File: src/rtl/dip_pkg.sv
// shared types, constants and codes of the drum instruction packer
`default_nettype none
package dip_pkg;

  localparam int DRUM_DEPTH_DEFAULT = 4096;

  localparam int POS_W      = 13;
  localparam int SLOT_W     = 3;
  localparam int LOC_W      = 12;
  localparam int WORD_W     = 40;
  localparam int INSN_W     = 16;
  localparam int CFG_IDX_W  = 1;
  localparam int CFG_DATA_W = 13;

  localparam logic [POS_W-1:0]  DRUM_SIZE_RESET = 13'd4096;
  localparam logic [31:0]       NOOP_FILL       = 32'h0A0A_0A0A;
  localparam logic [SLOT_W-1:0] SLOT_MAX        = 3'd7;

  localparam logic [CFG_IDX_W-1:0] CFG_DRUM_SIZE   = 1'b0;
  localparam logic [CFG_IDX_W-1:0] CFG_JUMP_NIBBLE = 1'b1;

  typedef enum logic [2:0] {
    OP_ADD_INSN = 3'd0,
    OP_ADD_DATA = 3'd1,
    OP_ALIGN    = 3'd2,
    OP_PATCH    = 3'd3,
    OP_READ     = 3'd4
  } op_t;

  typedef enum logic [1:0] {
    BYTE_JUMP_HI,
    BYTE_JUMP_LO,
    BYTE_INSN_HI,
    BYTE_INSN_LO
  } byte_sel_t;

  typedef enum logic [1:0] {
    K_BYTE,
    K_FOLD,
    K_JUMP,
    K_WORD
  } kind_t;

  typedef enum logic [3:0] {
    S_CLEAR,
    S_IDLE,
    S_DECODE,
    S_ALIGN,
    S_ALIGN_LO,
    S_PLACE,
    S_PAIR_LO,
    S_DATA,
    S_PATCH,
    S_READ,
    S_FINISH
  } state_t;

  typedef struct packed {
    logic [2:0]        opcode;
    logic [INSN_W-1:0] insn;
    logic              resolved;
    logic [WORD_W-1:0] data_word;
    logic [LOC_W-1:0]  target_loc;
    logic [1:0]        target_byte;
    logic [INSN_W-1:0] patch_addr;
  } in_item_t;

  typedef struct packed {
    logic [POS_W-1:0]  placed_loc;
    logic [SLOT_W-1:0] placed_byte;
    logic [WORD_W-1:0] read_data;
    logic              read_used;
    logic              overflow_flag;
    logic              overwrite_flag;
  } out_item_t;

  typedef struct packed {
    logic      load;
    logic      clear;
    logic      append;
    byte_sel_t byte_sel;
    logic      put_hi;
    logic      next_word;
    logic      data;
    logic      mark;
    logic      bp_write;
    logic      rd_cap;
    logic      out_load;
  } dp_cmd_t;

  typedef struct packed {
    logic [2:0]        op;
    logic [SLOT_W-1:0] bp;
    logic              page_end;
    logic              used_vld;
    logic              clear_done;
    logic              out_busy;
    logic              is_byte;
    logic              is_jump;
    logic              fold_ok;
  } dp_status_t;

endpackage
`default_nettype wire

File: src/rtl/dip_ctrl.sv
// sequencing state machine of the drum instruction packer
`default_nettype none
module dip_ctrl (
  input  logic                clk,
  input  logic                rst,
  input  logic                item_valid,
  output logic                item_ready,
  input  dip_pkg::dp_status_t status,
  output dip_pkg::dp_cmd_t    cmd
);

  dip_pkg::state_t state, state_next;
  dip_pkg::kind_t  kind, kind_next;
  dip_pkg::state_t after_align;
  logic            need_align;

  always_ff @(posedge clk) begin
    if (rst) begin
      state <= dip_pkg::S_CLEAR;
      kind  <= dip_pkg::K_BYTE;
    end else begin
      state <= state_next;
      kind  <= kind_next;
    end
  end

  always_comb begin
    priority if (status.op == dip_pkg::OP_ADD_INSN) begin
      after_align = dip_pkg::S_PLACE;
    end else if (status.op == dip_pkg::OP_ADD_DATA) begin
      after_align = dip_pkg::S_DATA;
    end else begin
      after_align = dip_pkg::S_FINISH;
    end
  end

  always_comb begin
    state_next = state;
    kind_next  = kind;
    item_ready = 1'b0;
    need_align = 1'b0;
    cmd        = '0;
    cmd.byte_sel = dip_pkg::BYTE_INSN_LO;
    unique case (state)
      dip_pkg::S_CLEAR: begin
        cmd.clear = 1'b1;
        if (status.clear_done) state_next = dip_pkg::S_IDLE;
      end
      dip_pkg::S_IDLE: begin
        item_ready = 1'b1;
        if (item_valid) begin
          cmd.load   = 1'b1;
          state_next = dip_pkg::S_DECODE;
        end
      end
      dip_pkg::S_DECODE: begin
        unique case (status.op)
          dip_pkg::OP_ADD_INSN: begin
            priority if (status.is_byte) begin
              kind_next  = dip_pkg::K_BYTE;
              need_align = (status.bp >= 3'd2 && status.page_end) || status.bp >= 3'd4;
            end else if (status.fold_ok) begin
              kind_next  = dip_pkg::K_FOLD;
              need_align = 1'b0;
            end else if (status.is_jump) begin
              kind_next  = dip_pkg::K_JUMP;
              need_align = status.bp >= 3'd3;
            end else begin
              kind_next  = dip_pkg::K_WORD;
              need_align = (status.bp >= 3'd1 && status.page_end) || status.bp >= 3'd3;
            end
            state_next = need_align ? dip_pkg::S_ALIGN : dip_pkg::S_PLACE;
          end
          dip_pkg::OP_ADD_DATA, dip_pkg::OP_ALIGN: state_next = dip_pkg::S_ALIGN;
          dip_pkg::OP_PATCH: state_next = dip_pkg::S_PATCH;
          dip_pkg::OP_READ:  state_next = dip_pkg::S_READ;
          default:           state_next = dip_pkg::S_FINISH;
        endcase
      end
      dip_pkg::S_ALIGN: begin
        priority if (status.bp == 3'd0) begin
          state_next = after_align;
        end else if (status.bp <= 3'd2) begin
          // explicit jump to the next word, high byte first
          cmd.append   = 1'b1;
          cmd.byte_sel = dip_pkg::BYTE_JUMP_HI;
          state_next   = dip_pkg::S_ALIGN_LO;
        end else begin
          cmd.next_word = 1'b1;
          state_next    = after_align;
        end
      end
      dip_pkg::S_ALIGN_LO: begin
        cmd.append    = 1'b1;
        cmd.byte_sel  = dip_pkg::BYTE_JUMP_LO;
        cmd.next_word = 1'b1;
        state_next    = after_align;
      end
      dip_pkg::S_PLACE: begin
        // a fresh word needs the used mark of the current location
        if (status.bp != 3'd0 || status.used_vld) begin
          cmd.mark = 1'b1;
          unique case (kind)
            dip_pkg::K_BYTE: begin
              cmd.append   = 1'b1;
              cmd.byte_sel = dip_pkg::BYTE_INSN_LO;
              state_next   = dip_pkg::S_FINISH;
            end
            dip_pkg::K_FOLD: begin
              if (status.bp >= 3'd3) begin
                // jump folded into the implicit-jump byte
                cmd.put_hi    = 1'b1;
                cmd.byte_sel  = dip_pkg::BYTE_INSN_LO;
                cmd.next_word = 1'b1;
                state_next    = dip_pkg::S_FINISH;
              end else begin
                cmd.append   = 1'b1;
                cmd.byte_sel = dip_pkg::BYTE_INSN_HI;
                state_next   = dip_pkg::S_PAIR_LO;
              end
            end
            default: begin
              cmd.append   = 1'b1;
              cmd.byte_sel = dip_pkg::BYTE_INSN_HI;
              state_next   = dip_pkg::S_PAIR_LO;
            end
          endcase
        end
      end
      dip_pkg::S_PAIR_LO: begin
        cmd.append    = 1'b1;
        cmd.byte_sel  = dip_pkg::BYTE_INSN_LO;
        cmd.next_word = (kind == dip_pkg::K_FOLD) || (kind == dip_pkg::K_JUMP);
        state_next    = dip_pkg::S_FINISH;
      end
      dip_pkg::S_DATA: begin
        if (status.used_vld) begin
          cmd.mark   = 1'b1;
          cmd.data   = 1'b1;
          state_next = dip_pkg::S_FINISH;
        end
      end
      dip_pkg::S_PATCH: begin
        cmd.bp_write = 1'b1;
        state_next   = dip_pkg::S_FINISH;
      end
      dip_pkg::S_READ: begin
        cmd.rd_cap = 1'b1;
        state_next = dip_pkg::S_FINISH;
      end
      dip_pkg::S_FINISH: begin
        if (!status.out_busy) begin
          cmd.out_load = 1'b1;
          state_next   = dip_pkg::S_IDLE;
        end
      end
      default: state_next = dip_pkg::S_IDLE;
    endcase
  end

endmodule
`default_nettype wire

File: config.mk
export PLATFORM = sky130hd
export DESIGN_NAME = dip_ctrl
export DESIGN_NICKNAME = d
export VERILOG_FILES = /design/src/rtl/dip_pkg.sv /design/src/rtl/dip_ctrl.sv
export SDC_FILE = /design/constraint.sdc
export NUM_CORES = 1
export LEC_CHECK = 0
export BUFFER_PORTS_ARGS = -buffer_cell sky130_fd_sc_hd__buf_2
export CORE_MARGIN = 10
export CORE_UTILIZATION = 55
export CTS_BUF_LIST = sky130_fd_sc_hd__clkbuf_2 sky130_fd_sc_hd__clkbuf_4 sky130_fd_sc_hd__clkbuf_8
export DETAILED_ROUTE_END_ITERATION = 8
export PLACE_DENSITY_LB_ADDON = 0.3
export SLEW_MARGIN = 20
export SYNTH_ARGS = -nofsm -noshare
export SYNTH_HDL_FRONTEND = slang
export SYNTH_SLANG_ARGS = --single-unit
export TNS_END_PERCENT = 50
File: constraint.sdc
create_clock -name clk -period 4.15 [get_ports clk]
set_input_delay 0.2075 -clock clk [delete_from_list [all_inputs] [get_ports clk]]
set_output_delay 0.2075 -clock clk [all_outputs]
set_load 0.01 [all_outputs]
* Word level (Yosys, flattened, before mapping) *
Index checks and enable logic that the tools add are counted.
Widths: inputs -> output; s select.

cells by class
  muxes and demuxes = 47
  reduce and logical (&&, ||, !) cells = 15
  equality and inequality tests = 21
  magnitude comparators = 5

operator list
  cell                count
  $mux 4              10
  $pmux 4 s9          1
  $mux 1              21
  $eq 4x3->1 const B  4
  $pmux 4 s4          1
  $eq 4x4->1 const B  3
  $pmux 3 s4          1
  $mux 2              5
  $ne 2x2->1 const B  5
  $mux 3              3
  $eq 4x2->1 const B  2
  $pmux 4 s2          1
  $eq 3x2->1 const B  2
  $ge 3x2->1 const B  2
  $logic_not 3->1     2
  $pmux 3 s2          1
  $mux 5              1
  $reduce_and 5->1    1
  $eq 4x1->1 const B  1
  $logic_not 4->1     1
  $logic_or 1x1->1    4
  $pmux 1 s4          1
  $eq 3x1->1 const B  1
  $eq 3x3->1 const B  1
  12 further kinds    13

word-level totals
  bits in registers = 6
  input bits = 16

* Depth between registers and ports, before layout *
Gate-level depths: netlist of the first run.

  depth after elaboration = 11
  depth in mapped cells = 7
  mapped depth without buffers = 6

* Worst setup path after synthesis of the first run *
Ideal clock, no wire load.

  path kind = register to register
  start point = register state[3]
  end point = register state[0]
  data arrival time = 1428 ps
  setup slack = 2636 ps
  stages on the path, launching flop included = 6
  cell sequence = dfxtp_1 buf_4 nor4_1 nand3b_1 nor2_1 a211oi_1

on the way
  cells in the longest elaborated chain, start to end = 3

ends and longest elaborated chain
  what                                                            RTL line        source
  start: declaration                                              dip_ctrl.sv:12  dip_pkg::state_t state, state_next;
  start signal: assignment                                        dip_ctrl.sv:19  state <= dip_pkg::S_CLEAR;
  start signal: assignment                                        dip_ctrl.sv:22  state <= state_next;
  $eq 4x4->1, or another cell as far along                        dip_ctrl.sv:44  unique case (state)
  $reduce_or 3->1 (no line) / $ne 2x2->1 (equally long branches)  -
  $pmux 4 s9 / $reduce_and 5->1 (equally long branches)           -

Parallel ways exist; a longest one is shown, timed or not.
A chain may end at the register's enable or synchronous reset.

==> results.md, run 1 <==
* Outcome: finished, final reports clean
* Hold/Removal Path Class: in -> reg
* Bufs and invs on worst path at 1
* Share of cells above drive strength 1 at 24.5%
* Slew @ Worst Pin at 0.694 ns
* Worst setup path startpoint: state[2]
* Worst EP required at 3.94 ns
* GRT Util Overall at 14.1%
* Largest net degree at the start of global routing at 21
* Crit Path Max Fanout at 18
* Top FF cell, synth: dfxtp_1
* Num ports at 29
* Post-Syn Instances at 122
* Met2 wire length at 1230 um
* Met3 wire len at 221 um
* Family with the most delay on the worst path: simple AND/OR/NAND/NOR gates
* EDFF count, synth at 0
* # fillers at 131
* Routed wire length at 2570 um
* Final setup fails at 0
* Worst-skew pair later-pin latency at 0.25 ns
* Worst-path cell chain: nor4bb_2, nand2b_1, nor2_1, a21o_1, buf_2
* Fin. max-slew vios at 0
* CTS Buffer Depth at 2
* Die Width at 59.0 um
* Setup tns final at 0 ns
* Starting Density at 56.9%
* DR DRC count at 0
* Worst-path clk slew at 0.05 ns
* Routed len/inst at 15.7 um
* Vias per std cell at 6.32
* CP Depth at 5
* Nets at 167
* CTS sink cnt at 6
* Syn Nets at 140
* Rel. slew slack at 53.7%
* CTS tree: done
* Hold Path Cell Cnt at 2
* Post-synth ARST share at 0%
* Number of global-route vias before repair at 938
* Post-Syn Area at 837 um2
* Worst r2r src: state[1]
* RSZ-0062 raised after global routing: false
* Root Driver: clkbuf_4
* Setup bufs post-CTS at 0
* Port buffer count at 28
* Yosys reg bits at 6
* FP Rows at 14
* Die Y at 59.0 um
* Peak VDD IR at 0.148 mV
* PwrDens at 195 nW/um2
* R2r setup slk at 2.09 ns
* Yosys warns at 0
* Setup crit end: cmd[5]
* Area grow syn2layout at 16.6%
* Max frequency at 441 MHz
* Critical Path Sink Type: output pin
* RD Place Congestion at 0.976
* ANT cells at 0
* Pleak at 0.423 nW
* Fin. Hold Viols at 0
* Mapped Avg Cell Area at 6.86 um2
* Count of cell types in the netlist at 48
* Total CTS buffers at 3
* Minimum clock period at 2.27 ns
* Multi-input logic area at 636 um2
* Max_cap viols at 0
* FF-to-FF End: state[1]
* Grt ovf at 0
* Register-to-Register Path Depth at 5
* Tot Pwr at 0.190 mW
* Slowest-stage cell, CP: dfxtp_1
* Initial antenna violation count at 0
* Hold Slack at 0.234 ns
* Fin crit share at 54.6%
* Final antenna-violating net count at 0
* WL met1 at 1050 um
* H-tree levels at 1
* Cells resized by post-CTS repair at 0
* Hold buffers post-CTS at 0
* Seq/Total Area, Yosys at 14.3%
* Register area at 120 um2
* Die area at 3480 um2
* Clock skew at 0.00456 ns
* Hpwl dp at 1880 um
* Setup crit start kind: flop
* Initial drt markers at 52
* Detailed Routing Iterations Pass 1 at 4
* Crit path DAT at 2.06 ns
* Vias post-DR at 1030
* DR top layer: met4
* HP Start: rst
* WS Path Type: reg -> out
* Core region area at 1470 um2
* Global-route wire length before repair at 4030 um
* CP max stage delay at 0.68 ns
## synthesized netlist by cell type (2+ instances only)
| master | count | share of area [%] |
|---|---|---|
| nand2_1 | 13 | 5.8 |
| nor2_1 | 13 | 5.8 |
| inv_1 | 10 | 4.5 |
| a21oi_1 | 8 | 4.8 |
| nor3_1 | 7 | 4.2 |
| dfxtp_1 | 6 | 14 |
| o21ai_0 | 6 | 3.6 |
| nand2b_1 | 5 | 3.7 |
| nor2b_1 | 4 | 3.0 |
| a211oi_1 | 2 | 1.8 |
| a21o_1 | 2 | 1.8 |
| a22oi_1 | 2 | 1.8 |
| a31oi_1 | 2 | 1.5 |
| buf_2 | 2 | 1.2 |
| buf_6 | 2 | 2.7 |
| ha_1 | 2 | 3.0 |
| nand4_1 | 2 | 1.5 |
| o211a_1 | 2 | 2.4 |
| o22ai_1 | 2 | 1.5 |
| o31ai_1 | 2 | 1.8 |
## per-stage QoR
| stage | setup slack, ns | util, % | instances | cell area [um2] |
|---|---|---|---|---|
| 6_report | 1.88 | 66.3 | 163 | 976 |
| 5_1_grt | 1.72 | 66.3 | 163 | 976 |
| 4_1_cts | 1.91 | 66.3 | 163 | 976 |
| 3_5_place_dp | 2.19 | 64.8 | 160 | 953 |
| 3_3_place_gp | 2.25 | 64.8 | 160 | 953 |
| 2_1_floorplan | 2.64 | - | 122 | 837 |
## metal layers
metal	vias to the layer above	GRT usage, %
li1	501	-
met1	458	15.9
met2	60	23.3
met3	11	3.86
met4	0	8.20
met5	-	0
## cells by family after synthesis
group / Yosys count / share of synthesized area (%)
compound gates: 39 / 32.1
xor+xnor: 1 / 1.05
fa+ha+maj: 2 / 2.99
buf+inv: 16 / 9.72
flops: 6 / 14.4
mux: 1 / 1.20
simple gates: 57 / 38.6
## sequential cells by signal, summed over array words and instances, names as in the netlist
register	count
kind	2
state	4
## where the power goes
part	total, mW	internal (mW)	switching (mW)
registers	0.0700	0.0602	0.00981
clock network	0.0562	0.0329	0.0234
logic	0.0639	0.0276	0.0363
total	0.190	0.121	0.0694
## final cells by class
cell class | count | share of cell area (%)
repair buffers | 28 | 14.4
multi-input cells | 100 | 65.1
well taps | 16 | 2.05
flip-flops and latches | 6 | 12.3
clock buffers | 3 | 2.31
inverters | 10 | 3.85
## worst reg2reg max path, delay by kind of cell (launching register included)
family,cells,cell delay (ns)
compound gates,2,0.55
flops,1,0.76
simple gates,3,0.66
## how the worst min path moves through the flow
stage | endpoint
after floorplan | kind[0]
after global placement | kind[1]
after detailed placement | kind[1]
after CTS | kind[1]
after global routing | kind[0]
final | kind[1]
## layout by cell type (no fill, tap or decap), drive strengths merged, types with 2 or more instances in the layout
cell type / netlist / final
nor2: 13 / 13
nor3: 8 / 8
dfxtp: 6 / 6
ha: 2 / 2
nand2: 13 / 13
o211a: 2 / 2
a31oi: 2 / 2
o22ai: 2 / 2
a21o: 2 / 2
a22oi: 2 / 2
buf: 5 / 28
clkbuf: 1 / 3
a21oi: 8 / 8
or2: 2 / 2
nor2b: 4 / 4
a211oi: 2 / 2
nor4: 2 / 2
nand2b: 5 / 5
o31ai: 2 / 2
inv: 10 / 10
nand4: 2 / 2
o21ai: 7 / 7
Note: power is estimated with default switching activity, not from simulation.
==> inputs of run 2 (changes only) <==
--- a/config.mk
+++ b/config.mk
@@ -7,7 +7,7 @@
 export LEC_CHECK = 0
 export BUFFER_PORTS_ARGS = -buffer_cell sky130_fd_sc_hd__buf_2
 export CORE_MARGIN = 10
-export CORE_UTILIZATION = 55
+export CORE_UTILIZATION = 46
 export CTS_BUF_LIST = sky130_fd_sc_hd__clkbuf_2 sky130_fd_sc_hd__clkbuf_4 sky130_fd_sc_hd__clkbuf_8
 export DETAILED_ROUTE_END_ITERATION = 8
 export PLACE_DENSITY_LB_ADDON = 0.3
==> constraint.sdc (replaced) <==
create_clock -name clk -period 1.9 [get_ports clk]
set_input_delay 0.095 -clock clk [delete_from_list [all_inputs] [get_ports clk]]
set_output_delay 0.095 -clock clk [all_outputs]
set_load 0.01 [all_outputs]
==> run 2 against run 1 <==
Compared with the run above:
- combinational power grew 130%
- clock skew shrank 0.0035 ns
- largest cell class unchanged
- global-route usage is 1.1 points lower
- clock power is 120% higher
- clock-buffer cell count unchanged
- sequential cell count did not move
- critical path type is now reg -> reg
- power is 120% higher
==> results.md, run 2 (synthesis gave the netlist of run 1 again) <==
* Outcome: finished, final reports clean
* FP Rows at 15
* Routed len/inst at 14.6 um
* Vias post-DR at 1027
* Die Width at 62.7 um
* Fin cells at 180
* Max_cap viols at 0
* R2r setup slk at 0.14 ns
* Minimum clock period at 1.76 ns
* DR DRC count at 0
* Hold buffers post-CTS at 0
* Hpwl dp at 2080 um
* ANT cells at 0
* Core region area at 1730 um2
* Pleak at 0.466 nW
* Detailed Routing Iterations Pass 1 at 4
* Final core utilization at 61.5%
* Fin crit share at 92.4%
* Tot Pwr at 0.424 mW
* WS Path Type: reg -> reg
* Routed wire length at 2630 um
* Final antenna-violating net count at 0
* GRT Util Overall at 13.1%
* PwrDens at 399 nW/um2
* Vias per std cell at 5.71
* CTS tree: done
* Share of cells above drive strength 1 at 30.3%
* Worst-path clk slew at 0.05 ns
* Setup tns final at 0 ns
* Nets at 175
* Root Driver: clkbuf_4
* Crit path DAT at 1.91 ns
* Grt ovf at 0
* Num ports at 29
* Most common cell after layout, fill and taps aside: buf_2
* Starting Density at 48.5%
* Crit Path Max Fanout at 8
* Placed Cells at 177
* Die Y at 62.7 um
* RSZ-0062 raised after global routing: false
* Total CTS buffers at 3
* Final setup fails at 0
* # fillers at 181
* Area grow syn2layout at 26.9%
* FF-to-FF End: state[1]
* RD Place Congestion at 0.993
* Max reg flops at 4
* Die area at 3930 um2
* Hold Path End: state[3]
* Worst-skew pair later-pin latency at 0.25 ns
* Largest net degree at the start of global routing at 15
* Initial drt markers at 45
* Port buffer count at 28
* Top Registers: state x4, kind x2
* Largest reg by FF count: state
* Fin. max-slew vios at 0
* Fin. Hold Viols at 0
* Hold Path Cell Cnt at 2
* Slew @ Worst Pin at 0.431 ns
* HP Start: rst
* Peak VDD IR at 0.371 mV
* Commonest cells after routing, fill and taps aside: 28 x buf_2, 13 x nor2_1, 13 x nand2_1, 10 x inv_1
* Worst EP required at 2.05 ns
* Critical Path Sink Type: flop
* CTS Buffer Depth at 2
* CTS sink cnt at 6
* H-tree levels at 1
* Initial antenna violation count at 0
* Setup crit start kind: flop
* Clock skew at 0.00105 ns
* Max frequency at 570 MHz
* Number of global-route vias before repair at 999
* Global-route wire length before repair at 4380 um
* Hold/Removal Path Class: in -> reg
* Worst r2r src: state[2]
* Rel. slew slack at 70.5%
* Register-to-Register Path Depth at 6
## run 2: changes by cell type in the layout (fill, tap and decap cells not counted), sizes merged
| cell | before | now |
|---|---|---|
| buf | 28 | 36 |
## run 2: worst max-delay path by stage
stage	start	endpoint	slack, ns	cells after the start
floorplan	state[3]	state[0]	0.39	5
global placement	state[1]	state[1]	0.15	5
detailed placement	state[1]	state[1]	0.13	5
CTS	state[1]	state[1]	0.1	5
global route	state[2]	state[1]	0.02	6
finish	state[2]	state[1]	0.14	6
## run 2: power breakdown
| group | internal (mW) | switching, mW | leakage, nW |
|---|---|---|---|
| registers | 0.133 | 0.0186 | 0.0502 |
| clock network | 0.0719 | 0.0529 | 0.0138 |
| logic | 0.0649 | 0.0822 | 0.402 |
## run 2: critical path: stages, from the launching register on
cell and delay, ns:
dfxtp_1 0.34, buf_4 0.17, and4b_1 0.20, a222oi_1 0.36
nand3b_1 0.18, or2_1 0.28, o32ai_1 0.13
## run 2: layout make-up
cell class	count	area (um2)	share of cell area (%)
sequential	6	126	11.9
tap	25	31.3	2.94
timing repair buffer	36	200	18.8
clock buffer	3	22.5	2.12
inverter	10	37.5	3.53
multi-input combinational	100	644	60.7
## run 2: repair_timing
item,CTS,global route
endpoints found under the setup margin,1,3
resized for setup,1,4
gates cloned,0,0
setup buffers,0,0
## run 2: per-stage QoR
step	cell area (um2)	hold WS (ns)	setup slack [ns]
after floorplan	837	0.164	0.386
after CTS	1050	0.0993	0.0952
after global routing	1060	0.126	0.0246
after global placement	1020	0.356	0.148
after detailed placement	1020	0.362	0.127
final	1060	0.0950	0.145
## run 2: per-layer routing
layer / share of wire (%) / vias up / global-route usage, %
li1: - / 516 / -
met1: 46 / 455 / 16.1
met2: 46 / 51 / 20.5
met3: 6.5 / 5 / 2.69
met4: 1.9 / 0 / 7.26
met5: 0 / - / 0
